[config.mk]
export PLATFORM = sky130hd
export DESIGN_NAME = ctkg_csr
export DESIGN_NICKNAME = d
export VERILOG_FILES = /design/src/hw/rtl/ctkg_pkg.sv /design/src/hw/rtl/ctkg_csr.sv
export SDC_FILE = /design/constraint.sdc
export NUM_CORES = 1
export LEC_CHECK = 0
export BUFFER_PORTS_ARGS = -buffer_cell sky130_fd_sc_hd__clkbuf_2
export CORE_ASPECT_RATIO = 1.5
export CORE_UTILIZATION = 30
export DETAILED_ROUTE_END_ITERATION = 10
export SLEW_MARGIN = 20
export SYNTH_ARGS = -nofsm -noshare
export SYNTH_HDL_FRONTEND = slang
export SYNTH_SLANG_ARGS = --single-unit
[constraint.sdc]
create_clock -name clock -period 1.6 [get_ports clock]
set_clock_uncertainty 0.15 [all_clocks]
set_input_delay 0.08 -clock clock [delete_from_list [all_inputs] [get_ports clock]]
set_output_delay 0.08 -clock clock [all_outputs]
set_load 0.1 [all_outputs]
[src/hw/rtl/ctkg_pkg.sv]
// shared types, constants and helpers for the three-key color gradient
`default_nettype none

package ctkg_pkg;

   // field widths
   localparam int LIFE_W     = 16;
   localparam int RND_W      = 32;
   localparam int CH_W       = 16;
   localparam int COLOR_W    = 3 * CH_W;
   localparam int PCT_W      = 7;
   localparam int BOUNDS_W   = 3 * PCT_W;
   localparam int REPS_W     = 8;
   localparam int CSR_ADDR_W = 6;
   localparam int CSR_DATA_W = 64;

   // random start offset
   localparam int RANDOM_SHIFT = 6;
   localparam int OFS_W        = RND_W - RANDOM_SHIFT;
   localparam int SUM_W        = ((OFS_W > LIFE_W) ? OFS_W : LIFE_W) + 1;

   // percent to bound: x / 100 == (x * ceil(2^30 / 100)) >> 30 for x < 2^23
   localparam int X_W             = PCT_W + LIFE_W;
   localparam int BND_W           = LIFE_W + 1;
   localparam int PCT_RECIP_SHIFT = 30;
   localparam logic [23:0] PCT_RECIP = 24'd10737419;
   localparam int PROD_W          = X_W + 24;

   // pipeline stage map
   localparam int ST_ENT = 0;
   localparam int ST_D1  = ST_ENT + 1;
   localparam int ST_PER = ST_D1 + LIFE_W;
   localparam int ST_MOD = ST_PER + 1;
   localparam int ST_X   = ST_MOD + SUM_W;
   localparam int ST_B   = ST_X + 1;
   localparam int ST_SEL = ST_B + 1;
   localparam int ST_DIF = ST_SEL + 1;
   localparam int ST_MUL = ST_DIF + 1;
   localparam int ST_D2  = ST_MUL + 1;
   localparam int ST_OUT = ST_D2 + CH_W;
   localparam int NSTG   = ST_OUT + 1;

   // register map, index is paddr[5:3]
   typedef enum logic [2:0] {
      REG_REPEAT_COUNT   = 3'd0,
      REG_RANDOM_START   = 3'd1,
      REG_SECTION_BOUNDS = 3'd2,
      REG_COLOR_FIRST    = 3'd3,
      REG_COLOR_MIDDLE   = 3'd4,
      REG_COLOR_LAST     = 3'd5
   } reg_idx_type;

   typedef struct packed {
      logic [REPS_W-1:0]   repeat_count;
      logic                random_start;
      logic [BOUNDS_W-1:0] section_bounds;
      logic [COLOR_W-1:0]  color_first;
      logic [COLOR_W-1:0]  color_middle;
      logic [COLOR_W-1:0]  color_last;
   } cfg_type;

   // one pipeline slot; each stage updates the fields it owns
   typedef struct packed {
      logic [LIFE_W-1:0]          life;
      logic [REPS_W-1:0]          reps;
      logic [LIFE_W-1:0]          q1;
      logic [REPS_W-1:0]          r1;
      logic [SUM_W-1:0]           sum;
      logic [LIFE_W-1:0]          period;
      logic                       pzero;
      logic [LIFE_W-1:0]          r2;
      logic [2:0][X_W-1:0]        x;
      logic [2:0][BND_W-1:0]      b;
      logic [COLOR_W-1:0]         from;
      logic [COLOR_W-1:0]         to;
      logic [LIFE_W-1:0]          off;
      logic [BND_W-1:0]           span;
      logic [2:0]                 neg;
      logic [2:0][CH_W-1:0]       absd;
      logic [2:0][BND_W-1:0]      r3;
      logic [2:0][CH_W-1:0]       qs;
      logic [2:0][CH_W-1:0]       res;
   } pipe_type;

   // channel c of a packed color: red, green, blue
   function automatic logic [CH_W-1:0] chan_of(input logic [COLOR_W-1:0] pk,
                                                input logic [1:0] c);
      logic [CH_W-1:0] v;
      case (c)
         2'd0:    v = pk[3*CH_W-1:2*CH_W];
         2'd1:    v = pk[2*CH_W-1:CH_W];
         default: v = pk[CH_W-1:0];
      endcase
      return v;
   endfunction

endpackage

`default_nettype wire

[src/hw/rtl/ctkg_csr.sv]
// apb-style configuration register file
`default_nettype none

module ctkg_csr import ctkg_pkg::*; (
   input  wire logic                  clock,
   input  wire logic                  reset,
   input  wire logic                  psel,
   input  wire logic                  penable,
   input  wire logic                  pwrite,
   input  wire logic [CSR_ADDR_W-1:0] paddr,
   input  wire logic [CSR_DATA_W-1:0] pwdata,
   output logic      [CSR_DATA_W-1:0] prdata,
   output logic                       pready,
   output cfg_type                    cfg
);

   cfg_type     cfg_ff;
   reg_idx_type idx;
   logic        wr_en;

   assign idx    = reg_idx_type'(paddr[CSR_ADDR_W-1:3]);
   assign wr_en  = psel & penable & pwrite;
   assign pready = 1'b1;
   assign cfg    = cfg_ff;

   // register writes
   always_ff @(posedge clock) begin
      if (reset) begin
         cfg_ff              <= '0;
         cfg_ff.repeat_count <= REPS_W'(1);
      end else if (wr_en) begin
         unique case (idx)
            REG_REPEAT_COUNT:   cfg_ff.repeat_count   <= pwdata[REPS_W-1:0];
            REG_RANDOM_START:   cfg_ff.random_start   <= pwdata[0];
            REG_SECTION_BOUNDS: cfg_ff.section_bounds <= pwdata[BOUNDS_W-1:0];
            REG_COLOR_FIRST:    cfg_ff.color_first    <= pwdata[COLOR_W-1:0];
            REG_COLOR_MIDDLE:   cfg_ff.color_middle   <= pwdata[COLOR_W-1:0];
            REG_COLOR_LAST:     cfg_ff.color_last     <= pwdata[COLOR_W-1:0];
            default: ;
         endcase
      end
   end

   // register reads
   always_comb begin
      unique case (idx)
         REG_REPEAT_COUNT:   prdata = CSR_DATA_W'(cfg_ff.repeat_count);
         REG_RANDOM_START:   prdata = CSR_DATA_W'(cfg_ff.random_start);
         REG_SECTION_BOUNDS: prdata = CSR_DATA_W'(cfg_ff.section_bounds);
         REG_COLOR_FIRST:    prdata = CSR_DATA_W'(cfg_ff.color_first);
         REG_COLOR_MIDDLE:   prdata = CSR_DATA_W'(cfg_ff.color_middle);
         REG_COLOR_LAST:     prdata = CSR_DATA_W'(cfg_ff.color_last);
         default:            prdata = '0;
      endcase
   end

endmodule

`default_nettype wire

After elaboration in Yosys (flattened, before gate mapping)
Cells that the tools add are included.

word-level totals
  bits of input ports = 75
  output and inout port bits = 239
  bits in registers = 174

operators by class
  reductions and logical operators = 7
  multiplexer cells = 1
  equality and inequality tests = 5
  bitwise logic cells = 2

operators by type and width
  operator              number
  $pmux W48 S6          1
  $reduce_and A2 Y1     6
  $eq A3 B2 Y1 const B  2
  $eq A3 B3 Y1 const B  2
  $eq A3 B1 Y1 const B  1
  $logic_not A3 Y1      1
  $and A1 B1 Y1         2

Logic depth before layout (Yosys ltp)
Gate-level depths: netlist of run 1.

  depth in word-level cells = 3
  mapped depth = 6

Worst setup path after synthesis of run 1
No wires, ideal clock.

  path type = register to output
  start point = register cfg_ff (netlist bit cfg[165])
  end point = output port prdata[0]
  path slack = -1.501 ns
  stages on the path, launching flop included = 4
  data required time = 1.370 ns
  data arrival time = 2.871 ns
  cell sequence = dfxtp_1 > mux4_2 > inv_1 > o22ai_1

on the way
  cells in the longest elaborated chain, start to end = 1

RTL lines
  item             RTL line        text
  start, declared  ctkg_csr.sv:17  cfg_type cfg_ff;
  $pmux W48 S6     ctkg_csr.sv:46  unique case (idx)
  end, declared    ctkg_csr.sv:12  output logic [CSR_DATA_W-1:0] prdata,

Every way passes these cells.

Worst setup path in the final report of run 1
  start point = register cfg_ff (netlist bit cfg[96])
  end point = output port prdata[0]

Same word-level chain as after synthesis.

==> results.cfg, run 1 <==
[pwr]
internal_power_uw = 6910
leakagePower_uw = 0.00598
share_seq_of_total_power = 0.432
vdd_drop_max_uv = 733
power.density_cell_area_mw_per_mm2 = 713
total_switching_power_uw = 2760
switching_share = 0.285
clock_power_share = 0.430
power.combinational.fraction = 0.138

[timing]
final_critical_path_setup_slack_ns = -0.201
min_period_over_period = 1.13
max_clock_freq_mhz = 555
report.final.setup_viol = 1
slew_viol_final = 0
rsz_0062_raised_after_global_routing = yes
max_slew_margin = 0.596
finalWorstPathRequiredPeriod_ns = 1.80
finalHoldViolCount = 0
max_slew.worst_pin.slew_ns = 0.609

[placed_design]
numPortBuffers = 277
numPlacedInstances = 1387
preCtsSetupSlack_ns = -0.0125
dp.final_hpwl_mm = 18.3
post_dp_cell_area_sq_mm = 0.0123
gp_routability_congestion = 0.752

[clocking]
cts-root-buf = sky130_fd_sc_hd__clkbuf_16
cts-buffers-inserted = 17
clk_transition_reported_paths_ns = 0.07
max-clock-path-buffers = 2
clk-insertion-delay-late_ns = 0.43
clkSinkCount = 174
htreeDepth = 4
cts_tree = yes

[status]
outcome = finished with violations
failed_checks = setup timing

[critical_path]
worst-path-buf-inv = 2
cp.required_ns = 1.37
gate_family_responsible_for_the_most_delay_along_the_worst_path = multiplexers
crit_slowest_cell = sky130_fd_sc_hd__mux4_2
critical_path.max_stage_delay_ns = 0.47
endpoint_kind = output port
crit_path_start_kind = register
cp_max_fo = 2
crit_path_cell_trace = mux4_2 -> inv_2 -> o22ai_4 -> buf_12
data_arrival_time_of_the_critical_path_ns = 1.57
critPathKind = reg -> out

[die]
dieArea_sq_mm = 0.0283
die_y_um = 206
die_w_um = 138
coreArea_sq_mm = 0.0272
placement_rows = 74
io_pins = 314
start_util = 0.305

[logic_synthesis]
yosys.cell_types.count = 22
synth-seq-cells = 174
avgSynthCellArea_sq_um = 10.4
async_reset_ff_frac = 0
yosys.area.top_type = sky130_fd_sc_hd__dfxtp_1
yosys-top-cells-area = sky130_fd_sc_hd__dfxtp_1 (42%), sky130_fd_sc_hd__mux2i_1 (28%), sky130_fd_sc_hd__nand2b_1 (17%), sky130_fd_sc_hd__o2bb2ai_1 (2.9%), sky130_fd_sc_hd__buf_4 (2.1%)
most_frequently_used_cell_type_in_the_post_synthesis_netlist = sky130_fd_sc_hd__mux2i_1
postSynthCellCount = 794
post_syn_area_sq_mm = 0.00829
yosys-top-cells-count = sky130_fd_sc_hd__mux2i_1 (235), sky130_fd_sc_hd__nand2b_1 (223), sky130_fd_sc_hd__dfxtp_1 (174), sky130_fd_sc_hd__clkbuf_1 (27), sky130_fd_sc_hd__o2bb2ai_1 (27)
synth-edff-count = 0
synth_top_area_share = 0.420
synthFlopType = sky130_fd_sc_hd__dfxtp_1
synthesis.yosys.warnings = 0
synth.yosys.seq_area_share = 0.420

[route]
route.final.wire_length_mm = 25.8
avgViaCountPerCell = 4.66
avgRoutedWirePerCell_um = 17.5
route.vias.total = 6853
drt_iter0_markers = 209
drt_first_pass_iters = 6
drc = 0
ant_nets = 0

[global_routing]
grt_start_max_net_pins = 115
overall_global_routing_resource_usage = 0.183
grt.overflow.total = 0
first_global_vias = 6863
number_of_antenna_violations_at_the_first_check_in_global_routing = 1
grt_pass1_wl_mm = 39.0

[min_path]
worstHoldPathType = in -> reg

[final_layout]
nFillCells = 2501
final_cell_count_without_fillers = 1471
drive_gt1_frac = 0.535
nets = 1190
area_growth_pct = 63.5
largest_register_ffs = 174
finish.instance_area_sq_mm = 0.0136

[run]
maxCapViolCount = 0
cells in the final DEF (no fill, tap or decap), types with 2 or more instances in the layout:
cell type,n
sky130_fd_sc_hd__buf_4,24
sky130_fd_sc_hd__o221ai_4,7
sky130_fd_sc_hd__o2bb2ai_4,27
sky130_fd_sc_hd__clkinv_4,3
sky130_fd_sc_hd__nand2_1,11
sky130_fd_sc_hd__and2_1,2
sky130_fd_sc_hd__nor2_1,4
sky130_fd_sc_hd__mux2i_2,14
sky130_fd_sc_hd__nand2_4,2
sky130_fd_sc_hd__clkbuf_16,17
sky130_fd_sc_hd__conb_1,17
sky130_fd_sc_hd__dfxtp_4,139
sky130_fd_sc_hd__buf_12,63
sky130_fd_sc_hd__clkinvlp_4,2
sky130_fd_sc_hd__clkbuf_2,226
sky130_fd_sc_hd__dlygate4sd3_1,50
sky130_fd_sc_hd__clkinv_2,3
sky130_fd_sc_hd__dfxtp_2,35
sky130_fd_sc_hd__inv_6,5
sky130_fd_sc_hd__mux2i_4,5
sky130_fd_sc_hd__mux2i_1,216
sky130_fd_sc_hd__bufinv_16,2
sky130_fd_sc_hd__a22oi_2,7
sky130_fd_sc_hd__nand2b_1,221
sky130_fd_sc_hd__o22ai_4,14
worst paths after layout:
| path | startpoint | end | slack, ns | cells after the start |
|---|---|---|---|---|
| worst min register to register | cfg[151] | cfg[151] | 0.33 | 2 |
| worst max register to register | cfg[96] | cfg[96] | 0.73 | 3 |
| worst min-delay path | penable | cfg[165] | 0.03 | 4 |
| worst max-delay path | cfg[96] | prdata[0] | -0.20 | 4 |
per-layer routing:
metal	up-vias	GRT usage	routed length [um]
met5	-	0	8
met4	2	0.0679	459
met3	28	0.0365	1100
met2	193	0.330	13700
met1	3281	0.210	10500
li1	3349	-	-
kinds of logic after synthesis:
logic type	count (synthesis)	share of synthesized area
AO/OA/AOI/OAI	55	0.0528
buffers and inverters	78	0.0558
flip-flops	174	0.420
multiplexers	236	0.286
other	2	0.000906
AND/OR/NAND/NOR	249	0.184
layout make-up:
| cell class | instances | area (sq um) | area share |
|---|---|---|---|
| flip-flops and latches | 174 | 4050 | 0.299 |
| well taps | 342 | 428 | 0.0316 |
| clock buffers | 17 | 425 | 0.0314 |
| multi-input cells | 557 | 5410 | 0.399 |
| inverters | 1 | 3.75 | 0.000277 |
| diodes | 1 | 2.50 | 0.000185 |
| clock inverters | 15 | 160 | 0.0118 |
| repair buffers | 364 | 3080 | 0.227 |
metrics by stage:
step | hold WS, ns | power [uW] | util | setup TNS, ns
2_1_floorplan | 0.0899 | 5220 | - | -0.0760
3_3_place_gp | 0.200 | 5500 | 0.452 | 0
3_5_place_dp | 0.208 | 5500 | 0.452 | -0.0754
4_1_cts | 0.00352 | 9810 | 0.494 | -0.236
5_1_grt | 0.0273 | 10100 | 0.498 | -0.266
6_report | 0.0311 | 9670 | 0.498 | -0.201
power groups by stage:
stage	logic, uW	clock network [uW]	registers, uW
global route	1400	4500	4180
detailed placement	1230	0	4280
floorplan	720	0	4500
finish	1340	4160	4180
CTS	1340	4300	4180
global placement	1220	0	4280
worst register-to-register path, delay by kind of cell, from the launching register on:
family                 cells  cell delay [ns]
buffers and inverters      1             0.14
DFF                        1             0.35
muxes                      1             0.06
and+or+nand+nor            1             0.06
what timing repair did:
item,in CTS,in global routing
gates resized for setup,16,18
hold endpoints to repair,174,0
pin swaps,0,0
cloned,0,0
hold buffers,50,0
setup endpoints to repair,8,18
setup buffers,1,0
(Power assumes the default switching activity.)
==> inputs of run 2 (changes only) <==
- RECOVER_POWER: not set -> 50
==> run 2 against run 1 <==
Compared with the run above: the flow finishes with violations (hold timing, setup timing); utilization shrank 0.50 points; clock power about the same; cell count is the same; critical path depth unchanged; sequential share of layout area fell by 0.10 points; count of clock-buffer cells in the layout is the same; cell area down 1.0%; largest cell class unchanged.
==> results.cfg, run 2 (synthesized netlist as in run 1, its figures left out) <==
[status]
outcome = finished with violations
failed_checks = hold timing, setup timing

[route]
drc = 0
avgViaCountPerCell = 4.66
route.vias.total = 6859
route.final.wire_length_mm = 25.8
drt_first_pass_iters = 6
avgRoutedWirePerCell_um = 17.5
drt_iter0_markers = 213
ant_nets = 0

[timing]
slew_viol_final = 0
max_clock_freq_mhz = 556
final_critical_path_setup_slack_ns = -0.199
max_slew_margin = 0.533
finalWorstPathRequiredPeriod_ns = 1.80
finalHoldWorstSlack_ns = -0.00326
rsz_0062_raised_after_global_routing = yes
report.final.setup_viol = 12
max_slew.worst_pin.slew_ns = 0.699
setup_tns_ns = -0.301
min_period_over_period = 1.12
finalHoldViolCount = 1

[min_path]
worstHoldPathType = in -> reg

[die]
die_y_um = 206
die_w_um = 138
coreArea_sq_mm = 0.0272
placement_rows = 74
start_util = 0.305
dieArea_sq_mm = 0.0283
io_pins = 314

[pwr]
leakagePower_uw = 0.00591
clock_power_share = 0.429
total_switching_power_uw = 2750
internal_power_uw = 6930
power.density_cell_area_mw_per_mm2 = 721
switching_share = 0.284
power.combinational.fraction = 0.137
share_seq_of_total_power = 0.434
vdd_drop_max_uv = 721
power_uw = 9680

[run]
maxCapViolCount = 0

[global_routing]
grt_pass1_wl_mm = 39.0
number_of_antenna_violations_at_the_first_check_in_global_routing = 1
overall_global_routing_resource_usage = 0.183
grt.overflow.total = 0
grt_start_max_net_pins = 115
first_global_vias = 6863

[final_layout]
largest_register_ffs = 174
nets = 1190
layout_commonest_cell = sky130_fd_sc_hd__clkbuf_2
drive_gt1_frac = 0.515
final_cell_count_without_fillers = 1471
area_growth_pct = 61.9
finish.instance_area_sq_mm = 0.0134
layout_common_cells = sky130_fd_sc_hd__clkbuf_2 (228), sky130_fd_sc_hd__nand2b_1 (221), sky130_fd_sc_hd__mux2i_1 (216), sky130_fd_sc_hd__dfxtp_4 (125), sky130_fd_sc_hd__buf_12 (59)

[clocking]
max-clock-path-buffers = 2
cts-buffers-inserted = 17
clk_transition_reported_paths_ns = 0.07
clk-insertion-delay-late_ns = 0.43
clkSinkCount = 174
htreeDepth = 4
cts_tree = yes
cts-root-buf = sky130_fd_sc_hd__clkbuf_16

[placed_design]
numPortBuffers = 277
gp_routability_congestion = 0.752
numPlacedInstances = 1387
post_dp_cell_area_sq_mm = 0.0123
dp.final_hpwl_mm = 18.3

[critical_path]
cp_max_fo = 2
cp.required_ns = 1.37
endpoint_kind = output port
critPathKind = reg -> out
data_arrival_time_of_the_critical_path_ns = 1.57
crit_path_start_kind = register
-- run 2: changes by cell type in the layout (fill, tap and decap cells not counted), sizes merged --
| cell | delta |
|---|---|
| buf | -8 |
| clkbuf | +8 |
-- run 2: repair_timing --
action,4_1_cts,5_1_grt
hold endpoints to repair,174,0
hold buffers,50,0
buffers inserted,1,0
setup endpoints to repair,8,18
gates resized for setup,16,18
pin swaps,0,0
-- run 2: layer usage --
metal  track usage  part of all wire
met1         0.210              0.41
met2         0.330              0.53
met3        0.0365             0.043
met4        0.0679             0.018
met5             0           0.00031
-- run 2: metrics by stage --
| step | setup WS, ns | utilization |
|---|---|---|
| 6_report | -0.199 | 0.493 |
| 2_1_floorplan | -0.0760 | - |
| 4_1_cts | -0.236 | 0.494 |
| 5_1_grt | -0.259 | 0.493 |
| 3_5_place_dp | -0.0125 | 0.452 |
| 3_3_place_gp | 0.00888 | 0.452 |
-- run 2: power by group through the flow --
stage	sequential (uW)	clock [uW]	combinational, uW
6_report	4200	4150	1330
5_1_grt	4200	4500	1400
4_1_cts	4180	4300	1340
3_5_place_dp	4280	0	1230
3_3_place_gp	4280	0	1220
2_1_floorplan	4500	0	720
-- run 2: path summary, 6_finish.rpt --
kind             from        end  slack [ns]  depth (start not counted)
max reg2reg   cfg[96]    cfg[96]        0.73                          3
min           penable   cfg[165]      -0.003                          4
min reg2reg  cfg[151]   cfg[151]        0.33                          2
max           cfg[96]  prdata[0]       -0.20                          4
-- run 2: critical path, stage by stage (launching register included) --
cell,delay (ns)
sky130_fd_sc_hd__dfxtp_4,0.35
sky130_fd_sc_hd__mux4_2,0.47
sky130_fd_sc_hd__inv_2,0.08
sky130_fd_sc_hd__o22ai_4,0.06
sky130_fd_sc_hd__buf_12,0.17
-- run 2: layout make-up --
type / instances / area [sq um]
Clock buffer: 17 / 425
Tap cell: 342 / 428
Inverter: 1 / 3.75
Multi-Input combinational cell: 557 / 5390
Antenna cell: 1 / 2.50
Timing Repair Buffer: 364 / 3020
Sequential cell: 174 / 4000
Clock inverter: 15 / 160
Fill cell: 2521 / 13800
